$ cat src/design/lc3ic_pkg.sv
// ----------------------------------------------------------------------------
// lc3ic_pkg
// Types and constants shared by the interrupt controller modules.
// ----------------------------------------------------------------------------
package lc3ic_pkg;

    // Operation codes of an input item.
    localparam logic [1:0] OP_PUSH      = 2'd0;
    localparam logic [1:0] OP_PUSH_UNIQ = 2'd1;
    localparam logic [1:0] OP_CHECK     = 2'd2;
    localparam logic [1:0] OP_NONE      = 2'd3;

    // Result status codes.
    localparam logic [2:0] ST_QUEUED = 3'd0;
    localparam logic [2:0] ST_DUP    = 3'd1;
    localparam logic [2:0] ST_FULL   = 3'd2;
    localparam logic [2:0] ST_NONE   = 3'd3;
    localparam logic [2:0] ST_TAKEN  = 3'd4;

    localparam logic [7:0]  EXC_LIMIT = 8'h80;
    localparam logic [15:0] VEC_BASE  = 16'h0100;
    localparam logic [15:0] SSP_RESET = 16'h3000;
    localparam logic [15:0] USP_RESET = 16'hF000;

    // Classified request handed from the front end to the execution engine.
    typedef struct packed {
        logic [1:0]  op;
        logic [2:0]  prio;
        logic [7:0]  vec;
        logic        user;
        logic [2:0]  cpu_prio;
        logic [15:0] psr;
        logic [15:0] pc;
        logic [15:0] r6;
    } t_cmd;

    typedef struct packed {
        logic [2:0]  status;
        logic [7:0]  taken_vector;
        logic [15:0] vector_table_addr;
        logic [15:0] new_r6;
        logic [15:0] psr_word;
        logic [15:0] return_pc;
        logic [2:0]  new_priority;
        logic [15:0] saved_user_sp;
    } t_result;

endpackage

$ cat src/design/lc3_interrupt_controller_top.sv
// ----------------------------------------------------------------------------
// lc3_interrupt_controller_top
// Priority interrupt controller with an age-ordered pending-request table.
// ----------------------------------------------------------------------------
// Usage:
//   The input channel (i_in_valid / o_in_ready) carries one request or one
//   instruction-boundary check per transaction. Every transaction yields one
//   result transaction on the output channel (o_out_valid / i_out_ready).
//   The configuration channel (i_cfg_valid / o_cfg_ready / i_cfg_data) loads
//   the supervisor stack pointer and is always ready.
//   A two-entry queue decouples input acceptance from the engine, which walks
//   the table one entry per cycle and takes a new command only when idle. A
//   plain queue or an unused op goes straight to the final step; a checked
//   queue or a boundary check first walks all pending entries, and a taken
//   entry then walks the entries behind it to move each of them up by one.
//   Reset empties the table and the queue, sets the saved user stack pointer
//   to 0xF000 and the supervisor stack pointer to 0x3000; no clearing pass.
//   While the receiver stalls, the result is held, the engine waits at its
//   final step and the front queue keeps taking input until it is full.
// ----------------------------------------------------------------------------
module lc3_interrupt_controller_top #(
    parameter int PENDING_DEPTH = 8
) (
    input  logic        i_clk,
    input  logic        i_rst_n,
    input  logic        i_cfg_valid,
    output logic        o_cfg_ready,
    input  logic [15:0] i_cfg_data,
    input  logic        i_in_valid,
    output logic        o_in_ready,
    input  logic [1:0]  i_op,
    input  logic [2:0]  i_req_priority,
    input  logic [7:0]  i_req_vector,
    input  logic        i_cpu_user_mode,
    input  logic [2:0]  i_cpu_priority,
    input  logic        i_cc_n,
    input  logic        i_cc_z,
    input  logic        i_cc_p,
    input  logic [15:0] i_cpu_pc,
    input  logic [15:0] i_cpu_r6,
    output logic        o_out_valid,
    input  logic        i_out_ready,
    output logic [2:0]  o_status,
    output logic [7:0]  o_taken_vector,
    output logic [15:0] o_vector_table_addr,
    output logic [15:0] o_new_r6,
    output logic [15:0] o_psr_word,
    output logic [15:0] o_return_pc,
    output logic [2:0]  o_new_priority,
    output logic [15:0] o_saved_user_sp
);

    logic [15:0]        r_ssp;
    logic               cmd_valid;
    logic               cmd_ready;
    lc3ic_pkg::t_cmd    cmd;
    lc3ic_pkg::t_result result;

    assign o_cfg_ready = 1'b1;

    always_ff @(posedge i_clk) begin
        if (!i_rst_n) begin
            r_ssp <= lc3ic_pkg::SSP_RESET;
        end else if (i_cfg_valid) begin
            r_ssp <= i_cfg_data;
        end
    end

    lc3ic_front u_front (
        .i_clk           (i_clk),
        .i_rst_n         (i_rst_n),
        .i_in_valid      (i_in_valid),
        .o_in_ready      (o_in_ready),
        .i_op            (i_op),
        .i_req_priority  (i_req_priority),
        .i_req_vector    (i_req_vector),
        .i_cpu_user_mode (i_cpu_user_mode),
        .i_cpu_priority  (i_cpu_priority),
        .i_cc_n          (i_cc_n),
        .i_cc_z          (i_cc_z),
        .i_cc_p          (i_cc_p),
        .i_cpu_pc        (i_cpu_pc),
        .i_cpu_r6        (i_cpu_r6),
        .o_cmd_valid     (cmd_valid),
        .i_cmd_ready     (cmd_ready),
        .o_cmd           (cmd)
    );

    lc3ic_back #(
        .PENDING_DEPTH (PENDING_DEPTH)
    ) u_back (
        .i_clk       (i_clk),
        .i_rst_n     (i_rst_n),
        .i_ssp       (r_ssp),
        .i_cmd_valid (cmd_valid),
        .o_cmd_ready (cmd_ready),
        .i_cmd       (cmd),
        .o_out_valid (o_out_valid),
        .i_out_ready (i_out_ready),
        .o_result    (result)
    );

    assign o_status            = result.status;
    assign o_taken_vector      = result.taken_vector;
    assign o_vector_table_addr = result.vector_table_addr;
    assign o_new_r6            = result.new_r6;
    assign o_psr_word          = result.psr_word;
    assign o_return_pc         = result.return_pc;
    assign o_new_priority      = result.new_priority;
    assign o_saved_user_sp     = result.saved_user_sp;

endmodule

$ cat src/design/lc3ic_front.sv
// ----------------------------------------------------------------------------
// lc3ic_front
// Accepts input transactions, classifies them and buffers them in a
// two-entry queue ahead of the execution engine.
// ----------------------------------------------------------------------------
module lc3ic_front (
    input  logic               i_clk,
    input  logic               i_rst_n,
    input  logic               i_in_valid,
    output logic               o_in_ready,
    input  logic [1:0]         i_op,
    input  logic [2:0]         i_req_priority,
    input  logic [7:0]         i_req_vector,
    input  logic               i_cpu_user_mode,
    input  logic [2:0]         i_cpu_priority,
    input  logic               i_cc_n,
    input  logic               i_cc_z,
    input  logic               i_cc_p,
    input  logic [15:0]        i_cpu_pc,
    input  logic [15:0]        i_cpu_r6,
    output logic               o_cmd_valid,
    input  logic               i_cmd_ready,
    output lc3ic_pkg::t_cmd    o_cmd
);

    lc3ic_pkg::t_cmd r_q [2];
    logic            r_wr_ptr, n_wr_ptr;
    logic            r_rd_ptr, n_rd_ptr;
    logic [1:0]      r_cnt, n_cnt;
    lc3ic_pkg::t_cmd in_cmd;
    logic            push;
    logic            pop;

    // The saved PSR word is formed here so the engine only carries it along.
    always_comb begin
        in_cmd.op       = i_op;
        in_cmd.prio     = i_req_priority;
        in_cmd.vec      = i_req_vector;
        in_cmd.user     = i_cpu_user_mode;
        in_cmd.cpu_prio = i_cpu_priority;
        in_cmd.psr      = {i_cpu_user_mode, 4'b0000, i_cpu_priority, 5'b00000,
                           i_cc_n, i_cc_z, i_cc_p};
        in_cmd.pc       = i_cpu_pc;
        in_cmd.r6       = i_cpu_r6;
    end

    assign o_in_ready  = (r_cnt != 2'd2);
    assign o_cmd_valid = (r_cnt != 2'd0);
    assign o_cmd       = r_q[r_rd_ptr];
    assign push        = i_in_valid && o_in_ready;
    assign pop         = o_cmd_valid && i_cmd_ready;

    always_comb begin
        n_wr_ptr = push ? ~r_wr_ptr : r_wr_ptr;
        n_rd_ptr = pop ? ~r_rd_ptr : r_rd_ptr;
        n_cnt    = r_cnt;
        if (push && !pop) begin
            n_cnt = r_cnt + 2'd1;
        end else if (pop && !push) begin
            n_cnt = r_cnt - 2'd1;
        end
    end

    always_ff @(posedge i_clk) begin
        if (!i_rst_n) begin
            r_wr_ptr <= 1'b0;
            r_rd_ptr <= 1'b0;
            r_cnt    <= 2'd0;
        end else begin
            r_wr_ptr <= n_wr_ptr;
            r_rd_ptr <= n_rd_ptr;
            r_cnt    <= n_cnt;
        end
    end

    always_ff @(posedge i_clk) begin
        if (push) begin
            r_q[r_wr_ptr] <= in_cmd;
        end
    end

endmodule

$ cat src/design/lc3ic_back.sv
// ----------------------------------------------------------------------------
// lc3ic_back
// Execution engine: owns the pending-request table, scans it one entry per
// cycle, compacts it after a removal and registers the result.
// ----------------------------------------------------------------------------
module lc3ic_back #(
    parameter int PENDING_DEPTH = 8
) (
    input  logic               i_clk,
    input  logic               i_rst_n,
    input  logic [15:0]        i_ssp,
    input  logic               i_cmd_valid,
    output logic               o_cmd_ready,
    input  lc3ic_pkg::t_cmd    i_cmd,
    output logic               o_out_valid,
    input  logic               i_out_ready,
    output lc3ic_pkg::t_result o_result
);

    localparam int AW = (PENDING_DEPTH > 1) ? $clog2(PENDING_DEPTH) : 1;
    localparam int CW = $clog2(PENDING_DEPTH + 1);

    localparam logic [1:0] S_IDLE   = 2'd0;
    localparam logic [1:0] S_SCAN   = 2'd1;
    localparam logic [1:0] S_SHIFT  = 2'd2;
    localparam logic [1:0] S_FINISH = 2'd3;

    logic [10:0]        r_mem [PENDING_DEPTH];
    logic [10:0]        r_rd_data;

    logic [1:0]         r_state, n_state;
    logic [CW-1:0]      r_count, n_count;
    logic [CW-1:0]      r_issue, n_issue;
    logic               r_pend_vld, n_pend_vld;
    logic [AW-1:0]      r_pend_idx, n_pend_idx;
    logic               r_dup, n_dup;
    logic               r_found, n_found;
    logic [2:0]         r_best_prio, n_best_prio;
    logic [AW-1:0]      r_best_idx, n_best_idx;
    logic [7:0]         r_best_vec, n_best_vec;
    logic [15:0]        r_usp, n_usp;
    logic               r_out_vld, n_out_vld;
    lc3ic_pkg::t_result r_out, n_out;
    lc3ic_pkg::t_cmd    r_cmd, n_cmd;

    logic               mem_rd_en;
    logic               mem_wr_en;
    logic [AW-1:0]      mem_wr_addr;
    logic [10:0]        mem_wr_data;
    logic               out_free;
    logic               scan_done;
    logic               full;
    logic               qualify;
    logic [2:0]         rd_prio;
    logic [7:0]         rd_vec;
    logic [15:0]        sp_base;

    assign rd_prio   = r_rd_data[10:8];
    assign rd_vec    = r_rd_data[7:0];
    assign out_free  = !r_out_vld || i_out_ready;
    assign scan_done = (r_issue == r_count) && !r_pend_vld;
    assign full      = (r_count == CW'(PENDING_DEPTH));
    assign qualify   = (r_cmd.cpu_prio < rd_prio) ||
                       ((r_cmd.cpu_prio == rd_prio) && (rd_vec < lc3ic_pkg::EXC_LIMIT));
    assign sp_base   = r_cmd.user ? i_ssp : r_cmd.r6;

    assign o_cmd_ready = (r_state == S_IDLE);
    assign o_out_valid = r_out_vld;
    assign o_result    = r_out;

    always_comb begin
        n_state     = r_state;
        n_count     = r_count;
        n_issue     = r_issue;
        n_pend_vld  = r_pend_vld;
        n_pend_idx  = r_pend_idx;
        n_dup       = r_dup;
        n_found     = r_found;
        n_best_prio = r_best_prio;
        n_best_idx  = r_best_idx;
        n_best_vec  = r_best_vec;
        n_usp       = r_usp;
        n_out_vld   = r_out_vld;
        n_out       = r_out;
        n_cmd       = r_cmd;
        mem_rd_en   = 1'b0;
        mem_wr_en   = 1'b0;
        mem_wr_addr = r_count[AW-1:0];
        mem_wr_data = {r_cmd.prio, r_cmd.vec};

        if (r_out_vld && i_out_ready) begin
            n_out_vld = 1'b0;
        end

        unique case (r_state)
            S_IDLE: begin
                if (i_cmd_valid) begin
                    n_cmd      = i_cmd;
                    n_issue    = '0;
                    n_pend_vld = 1'b0;
                    n_dup      = 1'b0;
                    n_found    = 1'b0;
                    if (i_cmd.op == lc3ic_pkg::OP_PUSH_UNIQ ||
                        i_cmd.op == lc3ic_pkg::OP_CHECK) begin
                        n_state = S_SCAN;
                    end else begin
                        n_state = S_FINISH;
                    end
                end
            end
            S_SCAN, S_SHIFT: begin
                // Reads are issued one entry ahead of the compare or move stage.
                if (r_issue < r_count) begin
                    mem_rd_en  = 1'b1;
                    n_issue    = r_issue + CW'(1);
                    n_pend_vld = 1'b1;
                    n_pend_idx = r_issue[AW-1:0];
                end else begin
                    n_pend_vld = 1'b0;
                end
                if (r_pend_vld) begin
                    if (r_state == S_SCAN) begin
                        if (rd_prio == r_cmd.prio && rd_vec == r_cmd.vec) begin
                            n_dup = 1'b1;
                        end
                        if (qualify && (!r_found || rd_prio > r_best_prio)) begin
                            n_found     = 1'b1;
                            n_best_prio = rd_prio;
                            n_best_idx  = r_pend_idx;
                            n_best_vec  = rd_vec;
                        end
                    end else begin
                        mem_wr_en   = 1'b1;
                        mem_wr_addr = r_pend_idx - AW'(1);
                        mem_wr_data = r_rd_data;
                    end
                end
                if (scan_done) begin
                    if (r_state == S_SCAN && r_cmd.op == lc3ic_pkg::OP_CHECK && r_found) begin
                        n_issue = CW'(r_best_idx) + CW'(1);
                        n_state = S_SHIFT;
                    end else begin
                        n_state = S_FINISH;
                    end
                end
            end
            S_FINISH: begin
                if (out_free) begin
                    n_out     = '0;
                    n_out_vld = 1'b1;
                    n_state   = S_IDLE;
                    case (r_cmd.op) inside
                        lc3ic_pkg::OP_PUSH, lc3ic_pkg::OP_PUSH_UNIQ: begin
                            if (r_cmd.op == lc3ic_pkg::OP_PUSH_UNIQ && r_dup) begin
                                n_out.status = lc3ic_pkg::ST_DUP;
                            end else if (full) begin
                                n_out.status = lc3ic_pkg::ST_FULL;
                            end else begin
                                mem_wr_en    = 1'b1;
                                n_count      = r_count + CW'(1);
                                n_out.status = lc3ic_pkg::ST_QUEUED;
                            end
                        end
                        lc3ic_pkg::OP_CHECK: begin
                            if (r_found) begin
                                n_count                 = r_count - CW'(1);
                                if (r_cmd.user) begin
                                    n_usp = r_cmd.r6;
                                end
                                n_out.status            = lc3ic_pkg::ST_TAKEN;
                                n_out.taken_vector      = r_best_vec;
                                n_out.vector_table_addr = lc3ic_pkg::VEC_BASE |
                                                          {8'h00, r_best_vec};
                                n_out.new_r6            = sp_base - 16'd2;
                                n_out.psr_word          = r_cmd.psr;
                                n_out.return_pc         = r_cmd.pc;
                                n_out.new_priority      = r_best_prio;
                            end else begin
                                n_out.status = lc3ic_pkg::ST_NONE;
                            end
                        end
                        default: begin
                            n_out.status = lc3ic_pkg::ST_NONE;
                        end
                    endcase
                    n_out.saved_user_sp = n_usp;
                end
            end
            default: begin
                n_state = S_IDLE;
            end
        endcase
    end

    always_ff @(posedge i_clk) begin
        if (!i_rst_n) begin
            r_state    <= S_IDLE;
            r_count    <= '0;
            r_pend_vld <= 1'b0;
            r_usp      <= lc3ic_pkg::USP_RESET;
            r_out_vld  <= 1'b0;
        end else begin
            r_state    <= n_state;
            r_count    <= n_count;
            r_pend_vld <= n_pend_vld;
            r_usp      <= n_usp;
            r_out_vld  <= n_out_vld;
        end
    end

    always_ff @(posedge i_clk) begin
        r_issue     <= n_issue;
        r_pend_idx  <= n_pend_idx;
        r_dup       <= n_dup;
        r_found     <= n_found;
        r_best_prio <= n_best_prio;
        r_best_idx  <= n_best_idx;
        r_best_vec  <= n_best_vec;
        r_out       <= n_out;
        r_cmd       <= n_cmd;
    end

    // Pending table: one write port, one registered read port.
    always_ff @(posedge i_clk) begin
        if (mem_wr_en) begin
            r_mem[mem_wr_addr] <= mem_wr_data;
        end
        if (mem_rd_en) begin
            r_rd_data <= r_mem[r_issue[AW-1:0]];
        end
    end

    a_count_bound: assert property (@(posedge i_clk) disable iff (!i_rst_n)
        r_count <= CW'(PENDING_DEPTH))
        else $error("pending count exceeds table depth");

    a_take_pops: assert property (@(posedge i_clk) disable iff (!i_rst_n)
        (r_state == S_FINISH && out_free && r_cmd.op == lc3ic_pkg::OP_CHECK && r_found)
        |=> r_count == $past(r_count) - CW'(1))
        else $error("taken interrupt did not remove a table entry");

    a_shift_idx: assert property (@(posedge i_clk) disable iff (!i_rst_n)
        (r_state == S_SHIFT && r_pend_vld) |-> r_pend_idx != '0)
        else $error("compaction moved the head entry");

    a_idle_clean: assert property (@(posedge i_clk) disable iff (!i_rst_n)
        (r_state == S_IDLE) |-> !r_pend_vld)
        else $error("read pipeline busy while engine is idle");

endmodule

$ cat config.mk
export PLATFORM = sky130hd
export DESIGN_NAME = lc3_interrupt_controller_top
export DESIGN_NICKNAME = d
export VERILOG_FILES = /design/src/design/lc3ic_pkg.sv /design/src/design/lc3_interrupt_controller_top.sv /design/src/design/lc3ic_front.sv /design/src/design/lc3ic_back.sv
export SDC_FILE = /design/constraint.sdc
export NUM_CORES = 1
export LEC_CHECK = 0
export BUFFER_PORTS_ARGS = -buffer_cell sky130_fd_sc_hd__buf_2
export CORE_ASPECT_RATIO = 0.5
export CORE_MARGIN = 2
export CORE_UTILIZATION = 42
export CTS_CLUSTER_DIAMETER = 150
export DETAILED_ROUTE_END_ITERATION = 16
export PLACE_DENSITY = 0.73
export SYNTH_ARGS = -nofsm -noshare
export SYNTH_HDL_FRONTEND = slang
export SYNTH_HIERARCHICAL = 1
export SYNTH_SLANG_ARGS = --single-unit
$ cat constraint.sdc
create_clock -name i_clk -period 5.38 [get_ports i_clk]
set_input_delay 0.538 -clock i_clk [delete_from_list [all_inputs] [get_ports i_clk]]
set_output_delay 0.538 -clock i_clk [all_outputs]
set_load 0.05 [all_outputs]
==> results of run 1 <==
-- layer usage --
| layer | global-route usage | up-vias |
|---|---|---|
| li1 | - | 3951 |
| met3 | 0.0298 | 71 |
| met2 | 0.280 | 242 |
| met1 | 0.188 | 4279 |
| met4 | 0.0592 | 4 |
| met5 | 0 | - |
-- layout by cell type, fill, tap and decap left out, drive strengths merged, types with 11 or more instances in the layout --
cell type,Yosys,routed
buf,49,171
xnor2,16,16
xor2,22,22
a21oi,11,11
mux4,22,22
nand2,17,17
mux2,88,88
nor2b,37,37
and2,50,50
nor3,15,15
edfxtp,369,369
o21ai,23,23
nor2,34,34
inv,23,24
clkbuf,16,45
mux2i,49,49
ha,22,22
dfxtp,45,45
clkinv,0,14
conb,3,17
-- worst max-delay path by stage --
stage | from | to | slack, ns
floorplan | u_back/o_out_valid | u_back/r_usp[12] | 1.42
global placement | u_back/r_cmd[64] | u_back/o_result[1] | 2.21
detailed placement | u_back/r_cmd[64] | u_back/o_result[12] | 2.04
CTS | u_back/r_cmd[64] | u_back/o_result[3] | 2.00
global route | u_back/r_cmd[64] | u_back/o_result[3] | 1.72
finish | u_back/r_cmd[64] | u_back/o_result[1] | 1.97
-- critical path, delay by kind of cell, from the launching register on --
kind	cells	cell delay (ns)
flip-flops	1	0.46
buffers and inverters	2	0.85
AND/OR/NAND/NOR	2	1.33
multiplexers	1	0.48
-- power groups by stage --
stage / combinational (mW) / sequential [mW] / clock, mW
6_report: 2.16 / 4.59 / 2.58
5_1_grt: 2.36 / 4.64 / 2.76
4_1_cts: 2.17 / 4.59 / 2.64
3_5_place_dp: 2.16 / 4.66 / 0
3_3_place_gp: 2.07 / 4.63 / 0
2_1_floorplan: 1.60 / 4.64 / 0
-- cells by family after synthesis --
| group | share of synthesized area |
|---|---|
| muxes | 0.119 |
| xor gates and xnor gates | 0.0201 |
| AOI/OAI and AO/OA | 0.0235 |
| and+or+nand+nor | 0.0664 |
| buffers and inverters | 0.0297 |
| adders and majority gates | 0.0178 |
| other | 0.000679 |
| DFF | 0.723 |
-- state kept, by name, summed over array words and instances (netlist names), 4 cells and up, named ones only --
| signal | cells |
|---|---|
| r_ssp | 16 |
| u_back/o_result | 78 |
| u_back/r_best_vec | 8 |
| u_back/r_cmd | 65 |
| u_back/r_count | 4 |
| u_back/r_issue | 4 |
| u_back/r_mem | 88 |
| u_back/r_rd_data | 11 |
| u_back/r_usp | 16 |
| u_front/r_q | 104 |
-- final cells by class --
cell class                      count  area [um2]  share of cell area
Clock buffer                       45         977              0.0515
Tap cell                          530         663              0.0350
Multi-Input combinational cell    491        4170               0.220
Clock inverter                     19         199              0.0105
Timing Repair Buffer              171         881              0.0464
Sequential cell                   414       12000               0.632
Inverter                           23        86.3             0.00455
Antenna cell                        3        7.51            0.000396
-- metrics by stage --
step | cells | hold WS [ns] | instance area (um2) | setup slack, ns
floorplan | 993 | 0.426 | 16600 | 1.42
global route | 1694 | 0.168 | 19000 | 1.72
finish | 1696 | 0.188 | 19000 | 1.97
global placement | 1629 | 0.444 | 17800 | 2.21
detailed placement | 1629 | 0.449 | 17800 | 2.04
CTS | 1693 | 0.167 | 19000 | 2.00
==> flow_summary.ini, run 1 <==
[clocking]
cts_setup_buffers = 0
htreeDepth = 2
insertion_delay_ns = 0.54
hold_buffers = 0
clockBufferDepth = 3
cts_resized = 0
cts_root_buf = clkbuf_16
cts_tree = yes
numCtsBuffers = 37
clk_pin_slew_worst_paths_ns = 0.07
clock-sinks = 414

[setup_path]
reg2reg_slack_ns = 1.97
path_common_cell = inv_2
start_kind = register
cpPeakStageDelay_ns = 0.75
arrival_ns = 3.69
setup.worst_path.class = reg -> reg
r2r_end = u_back/o_result[1]
rr_startpoint = u_back/r_cmd[64]
crit_path_end_kind = register
cpMaxStageDelayCell = inv_2
ff2ff_path_depth = 5
cp_max_fo = 49
worstPathRequired_ns = 5.66
worstPathCellList = inv_2 -> or3_1 -> inv_2 -> nand2_1 -> mux2_2

[global_routing]
grt_pass1_vias = 8669
track_usage = 0.155
grt_max_degree = 79
gr-total-overflow = 0
antenna_found_initial = 3
grt_pass1_wl_um = 49400

[worst_hold_path]
hold_end = u_front/r_q[0][32]
hold_path.startpoint = i_cc_p
min_path_type = in -> reg
whs_path_depth = 1

[die]
ios = 170
dieHeight_um = 144
design.core.area_mm2 = 0.0389
die_area_mm2 = 0.0412
rows = 51
dieWidth_um = 285
start_util = 0.426

[power]
ir_worst_vdd_v = 0.000218
p_switching_mw = 2.75
p_int_mw = 6.59
clkPwrFrac = 0.277
power_density_mw_per_mm2 = 492
seq_power_share = 0.492
total_power_mw = 9.34
leakage_nw = 6.83
p_sw_frac = 0.294
power_frac_comb = 0.231

[route]
wl_um = 32000
dr.pass1.iters = 5
vias = 8547
drt_iter0_drc = 646
ant_nets = 0
met3_length_um = 1510
drt-vias-per-instance = 5.04
highest_layer = met5
wire_per_inst_um = 18.9
wl_met2_um = 16600
drcViolationCount = 0
wl_met1_um = 12900

[synth]
syn_area_per_cell_um2 = 16.9
yosysWarnings = 6
synth_top_cells_by_count = edfxtp_1, mux2_2, and2_1, mux2i_1, dfxtp_1
seq_area_frac_synth = 0.723
yosys.area.top_type = edfxtp_1
ys_types = 60
syn_inst = 979
synth_edf_count = 369
ys_top_cells_by_area = edfxtp_1, mux2_2, dfxtp_1, mux4_2, mux2i_1
synth_top_area_share = 0.668
yosysMostFrequentCell = edfxtp_1
synth_area_mm2 = 0.0166
ys_seq_elements = 414
synthArstFlopShare = 0
synthFlopType = edfxtp_1

[timing]
period_share = 0.634
hold_viol = 0
tightestPinTransition_ns = 1.27
final.setup_skew_ns = 0.0255
min_period_ns = 3.41
rsz0062_at_grt = false
setup_tns_ns = 0
final-setup-viol-count = 0
slew_violations = 0
slew_headroom = 0.147
max_clock_freq_mhz = 293

[placement]
routabilityCongestion = 0.866
hpwl_um = 21300
port-buffer-count = 161

[job]
maxCapViolations = 0

[layout]
drive_above_1_share = 0.298
area_delta_synth_final_pct = 14.4
final_nets = 1234
final_util = 0.487
fill_cells = 3227

[status]
status = finished clean
No activity file was read; power rests on OpenSTA's default activity.
==> inputs of run 2 (changes only) <==
--- a/config.mk
+++ b/config.mk
@@ -11,7 +11,7 @@
 export CORE_UTILIZATION = 42
 export CTS_CLUSTER_DIAMETER = 150
 export DETAILED_ROUTE_END_ITERATION = 16
-export PLACE_DENSITY = 0.73
+export PLACE_DENSITY = 0.71
 export SYNTH_ARGS = -nofsm -noshare
 export SYNTH_HDL_FRONTEND = slang
 export SYNTH_HIERARCHICAL = 1
==> constraint.sdc (replaced) <==
create_clock -name i_clk -period 3.4 [get_ports i_clk]
set_input_delay 0.34 -clock i_clk [delete_from_list [all_inputs] [get_ports i_clk]]
set_output_delay 0.34 -clock i_clk [all_outputs]
set_load 0.05 [all_outputs]
==> run 2 against run 1 <==
Net effect:
- combinational power is 64% higher
- largest power group unchanged
- design area is 3.6% higher
- routed wire length grew 1.3%
- maximum frequency up 22%
- critical path type unchanged
- clock skew decreased by 0.0080 ns
- via count increased by 2.2%
==> flow_summary.ini, run 2 (same netlist as run 1, synthesis figures left out) <==
[setup_path]
cp_max_fo = 23
cpMaxStageDelayCell = edfxtp_1
crit_path_end_kind = register
worstPathRequired_ns = 3.68
critPathCapture = u_back/o_result[65]
rr_startpoint = u_back/r_cmd[51]
crit_buf_inv = 0
cp_top_family = compound AO/OA/AOI/OAI gates
reg2reg_slack_ns = 0.61
ff2ff_path_depth = 5
cpPeakStageDelay_ns = 0.82
worstPathCellList = or3b_1 -> a222oi_1 -> o2111ai_1 -> xnor2_1 -> nor2_1
startpoint = u_back/r_cmd[51]
arrival_ns = 3.06
setup.worst_path.class = reg -> reg
r2r_end = u_back/o_result[65]
worst-path-stages = 5
start_kind = register

[timing]
final-setup-viol-count = 0
slew_headroom = 0.467
final.setup_skew_ns = 0.0175
min_period_ns = 2.79
tightestPinTransition_ns = 0.799
setup_tns_ns = 0
slew_violations = 0
hold_viol = 0
period_share = 0.819
max_clock_freq_mhz = 359
fin_ws_ns = 0.614
rsz0062_at_grt = false

[global_routing]
grt_max_degree = 79
track_usage = 0.158
gr-total-overflow = 0
grt_pass1_wl_um = 50300
antenna_found_initial = 0
grt_pass1_vias = 9138

[power]
leakage_nw = 7.14
ir_worst_vdd_v = 0.000389
total_power_mw = 15.0
power_density_mw_per_mm2 = 762

[die]
start_util = 0.426
ios = 170
dieWidth_um = 285
design.core.area_mm2 = 0.0389
dieHeight_um = 144
die_area_mm2 = 0.0412
rows = 51

[clocking]
clk_pin_slew_worst_paths_ns = 0.07
htreeDepth = 2
clockBufferDepth = 3
clock-sinks = 414
cts_root_buf = clkbuf_16
cts_tree = yes
cts_resized = 0
insertion_delay_ns = 0.53
numCtsBuffers = 37

[placement]
routabilityCongestion = 0.856
hpwl_um = 21700
post-place-ws_ns = 0.663
port-buffer-count = 161

[route]
drt_iter0_drc = 555
wire_per_inst_um = 18.4
dr.pass1.iters = 5
ant_nets = 0
wl_um = 32500
drcViolationCount = 0
drt-vias-per-instance = 4.96
vias = 8731

[layout]
final_common_cell = edfxtp_1
seqCellArea_mm2 = 0.0120
layout_common_cells = edfxtp_1, buf_2, mux2_2
area_delta_synth_final_pct = 18.5
final_nets = 1299
final_util = 0.505
largest_reg_flops = 104
fill_cells = 3174
drive_above_1_share = 0.295
largest-register = u_front/r_q
multi_input_area_mm2 = 0.00417

[job]
maxCapViolations = 0

[status]
status = finished clean

[worst_hold_path]
min_path_type = in -> reg
run 2: per-stage QoR:
step                      hold WS (ns)  cell area (um2)  cells
after floorplan                  0.426            16600    993
after global placement           0.442            17900   1642
after detailed placement         0.449            17900   1642
after CTS                      0.00270            19700   1760
after global routing          0.000775            19700   1760
final                           0.0236            19700   1761
run 2: how the worst min path moves through the flow:
stage | from | endpoint | slack, ns | cells after the start
after floorplan | u_back/r_pend_idx[1] | u_back/r_best_idx[1] | 0.43 | 0
after global placement | u_back/r_pend_idx[1] | u_back/r_best_idx[1] | 0.44 | 0
final | i_cfg_data[12] | r_ssp[12] | 0.02 | 3
after detailed placement | u_back/r_pend_idx[1] | u_back/r_best_idx[1] | 0.45 | 0
after global routing | i_cpu_r6[4] | u_front/r_q[1][4] | 0.0008 | 1
after CTS | i_cpu_r6[4] | u_front/r_q[1][4] | 0.003 | 1
run 2: repair_timing:
action                    CTS  global route
hold buffers               52             0
hold endpoints to repair  103             0
buffers inserted            0             0
run 2: final cells by class:
type,instances,share of cell area
Sequential cell,414,0.610
Multi-Input combinational cell,491,0.212
Timing Repair Buffer,236,0.0775
Clock buffer,48,0.0518
Tap cell,530,0.0337
Clock inverter,18,0.0103
Inverter,23,0.00439
Antenna cell,1,0.000127
run 2: power breakdown:
group          internal (mW)  switching [mW]  leakage, nW
Combinational           1.46            2.09         2.78
Clock                   2.37            1.81        0.591
Sequential              6.76           0.493         3.77
run 2: worst reg2reg max path: stages, from the launching register on:
cell,delay [ns]
edfxtp_1,0.82
or3b_1,0.47
a222oi_1,0.68
o2111ai_1,0.27
xnor2_1,0.24
nor2_1,0.06
run 2: metal layers:
layer,up-vias,track usage,routed length (um)
met3,52,0.0303,1390
met4,0,0.0438,604
li1,4081,-,-
met1,4406,0.190,13600
met5,-,0,0
met2,192,0.291,16900
==> inputs of run 3 (changes only) <==
--- a/config.mk
+++ b/config.mk
@@ -11,7 +11,7 @@
 export CORE_UTILIZATION = 42
 export CTS_CLUSTER_DIAMETER = 150
 export DETAILED_ROUTE_END_ITERATION = 16
-export PLACE_DENSITY = 0.71
+export PLACE_DENSITY = 0.73
 export SYNTH_ARGS = -nofsm -noshare
 export SYNTH_HDL_FRONTEND = slang
 export SYNTH_HIERARCHICAL = 1
==> constraint.sdc (replaced) <==
create_clock -name i_clk -period 2.5 [get_ports i_clk]
set_input_delay 0.25 -clock i_clk [delete_from_list [all_inputs] [get_ports i_clk]]
set_output_delay 0.25 -clock i_clk [all_outputs]
set_load 0.05 [all_outputs]
==> run 3 against run 2 <==
Net effect:
- via count grew 1.9%
- maximum frequency increased by 17%
- largest power group unchanged
- critical path depth rose by 2
- sequential share of layout area fell by 1.1 points
- global-route usage increased by 0.35 points
- critical endpoint is now u_back/r_mem[6][5]
- hold slack better by 0.038 ns
- clock power grew 37%
- die area stayed put
- count of clock-buffer cells in the layout decreased by 1
- worst setup slack lost 0.49 ns
- flip-flop and latch count is the same
- cell count increased by 1.5%
==> flow_summary.ini, run 3 (same netlist as run 1, synthesis figures left out) <==
[route]
dr.pass1.iters = 5
vias = 8900
ant_nets = 0
drcViolationCount = 0
wire_per_inst_um = 18.5
drt-vias-per-instance = 4.98
wl_um = 33100
drt_iter0_drc = 575

[layout]
final_nets = 1327
multi_input_area_mm2 = 0.00423
final_util = 0.515
largest_reg_flops = 104
layout_common_cells = edfxtp_1, buf_2, mux2_2
drive_above_1_share = 0.302
largest-register = u_front/r_q
final_common_cell = edfxtp_1
stdcell_area_mm2 = 0.0200
num_antenna_cells = 0
fill_cells = 3099
seqCellArea_mm2 = 0.0120
fin_cells = 1788
area_delta_synth_final_pct = 20.8

[timing]
tightestPinTransition_ns = 0.907
fin_ws_ns = 0.128
rsz0062_at_grt = false
final-setup-viol-count = 0
min_period_ns = 2.37
max_clock_freq_mhz = 422
hold_viol = 0
hold_ws_ns = 0.0612
slew_headroom = 0.389
slew_violations = 0
final.setup_skew_ns = 0.0223
period_share = 0.949

[global_routing]
grt_pass1_wl_um = 51600
gr-total-overflow = 0
track_usage = 0.161
antenna_found_initial = 0
grt_pass1_vias = 9426
grt_max_degree = 55

[placement]
routabilityCongestion = 0.849
port-buffer-count = 161
hpwl_um = 22300
post-place-ws_ns = 0.107
place_area_mm2 = 0.0180
place_inst = 1649

[clocking]
cts_tree = yes
clk_pin_slew_worst_paths_ns = 0.07
insertion_delay_ns = 0.55
numCtsBuffers = 38
clock-sinks = 414
clockBufferDepth = 3
htreeDepth = 2
cts_root_buf = clkbuf_16

[power]
power_density_mw_per_mm2 = 1030
seq_power_share = 0.476
power_frac_comb = 0.248
p_int_mw = 14.6
clkPwrFrac = 0.277
p_sw_frac = 0.295
p_switching_mw = 6.08
ir_worst_vdd_v = 0.000469
leakage_nw = 7.28

[job]
maxCapViolations = 0

[setup_path]
crit_path_end_kind = register
cp_max_fo = 11
worstPathRequired_ns = 2.75
worstPathCellList = inv_1 -> ha_1 -> nand3b_1 -> or2_2 -> a21oi_1 -> nor2b_4 -> buf_12
setup.worst_path.class = reg -> reg
cpPeakStageDelay_ns = 0.39
cpMaxStageDelayCell = dfxtp_2
arrival_ns = 2.62
start_kind = register

[die]
die_area_mm2 = 0.0412
design.core.area_mm2 = 0.0389
ios = 170
rows = 51
dieHeight_um = 144
start_util = 0.426
dieWidth_um = 285

[worst_hold_path]
min_path_type = in -> reg

[status]
status = finished clean
-- run 3: final timing paths --
| check | start | end | slack [ns] | cells after the start |
|---|---|---|---|---|
| hold reg to reg | u_back/r_pend_idx[1] | u_back/r_best_idx[1] | 0.47 | 0 |
| hold / removal | i_in_valid | u_front/r_wr_ptr | 0.06 | 3 |
| setup / recovery | u_back/r_state[1] | u_back/r_mem[6][5] | 0.13 | 7 |
| setup reg to reg | u_back/r_state[1] | u_back/r_mem[6][5] | 0.13 | 7 |
-- run 3: worst max-delay path, delay by kind of cell (launching register included) --
| kind | cells | cell delay (ns) |
|---|---|---|
| compound gates | 1 | 0.37 |
| simple gates | 3 | 0.76 |
| flops | 1 | 0.39 |
| fa+ha+maj | 1 | 0.30 |
| buf+inv | 2 | 0.25 |
-- run 3: per-layer routing --
layer | vias to the layer above | share of wire | track usage
li1 | 4141 | - | -
met3 | 59 | 0.044 | 0.0282
met1 | 4469 | 0.41 | 0.192
met4 | 0 | 0.028 | 0.0628
met2 | 231 | 0.52 | 0.294
met5 | - | 0 | 0
-- run 3: cell type report --
type / count / area share
clock buffer: 47 / 0.0492
inverter: 23 / 0.00431
multi-input combinational: 491 / 0.211
sequential: 414 / 0.598
timing repair buffer: 263 / 0.0919
clock inverter: 20 / 0.0121
tap: 530 / 0.0331
-- run 3: what timing repair did --
| item | 4_1_cts | 5_1_grt |
|---|---|---|
| setup endpoints to repair | 0 | 44 |
| hold buffers | 68 | 0 |
| resized for setup | 0 | 0 |
| buffers inserted | 0 | 4 |
| hold endpoints to repair | 120 | 0 |
-- run 3: power groups by stage --
| stage | registers, mW | logic (mW) | clock network [mW] |
|---|---|---|---|
| global placement | 9.89 | 4.82 | 0 |
| global route | 9.93 | 5.55 | 6.12 |
| floorplan | 9.97 | 3.46 | 0 |
| detailed placement | 9.96 | 5.02 | 0 |
| finish | 9.83 | 5.11 | 5.71 |
| CTS | 9.82 | 5.14 | 5.84 |
-- run 3: metrics by stage --
| stage | total power, mW | setup TNS, ns |
|---|---|---|
| final | 20.7 | 0 |
| after global routing | 21.6 | 0 |
| after CTS | 20.8 | 0 |
| after detailed placement | 15.0 | 0 |
| after global placement | 14.7 | 0 |
| after floorplan | 13.4 | -4.46 |
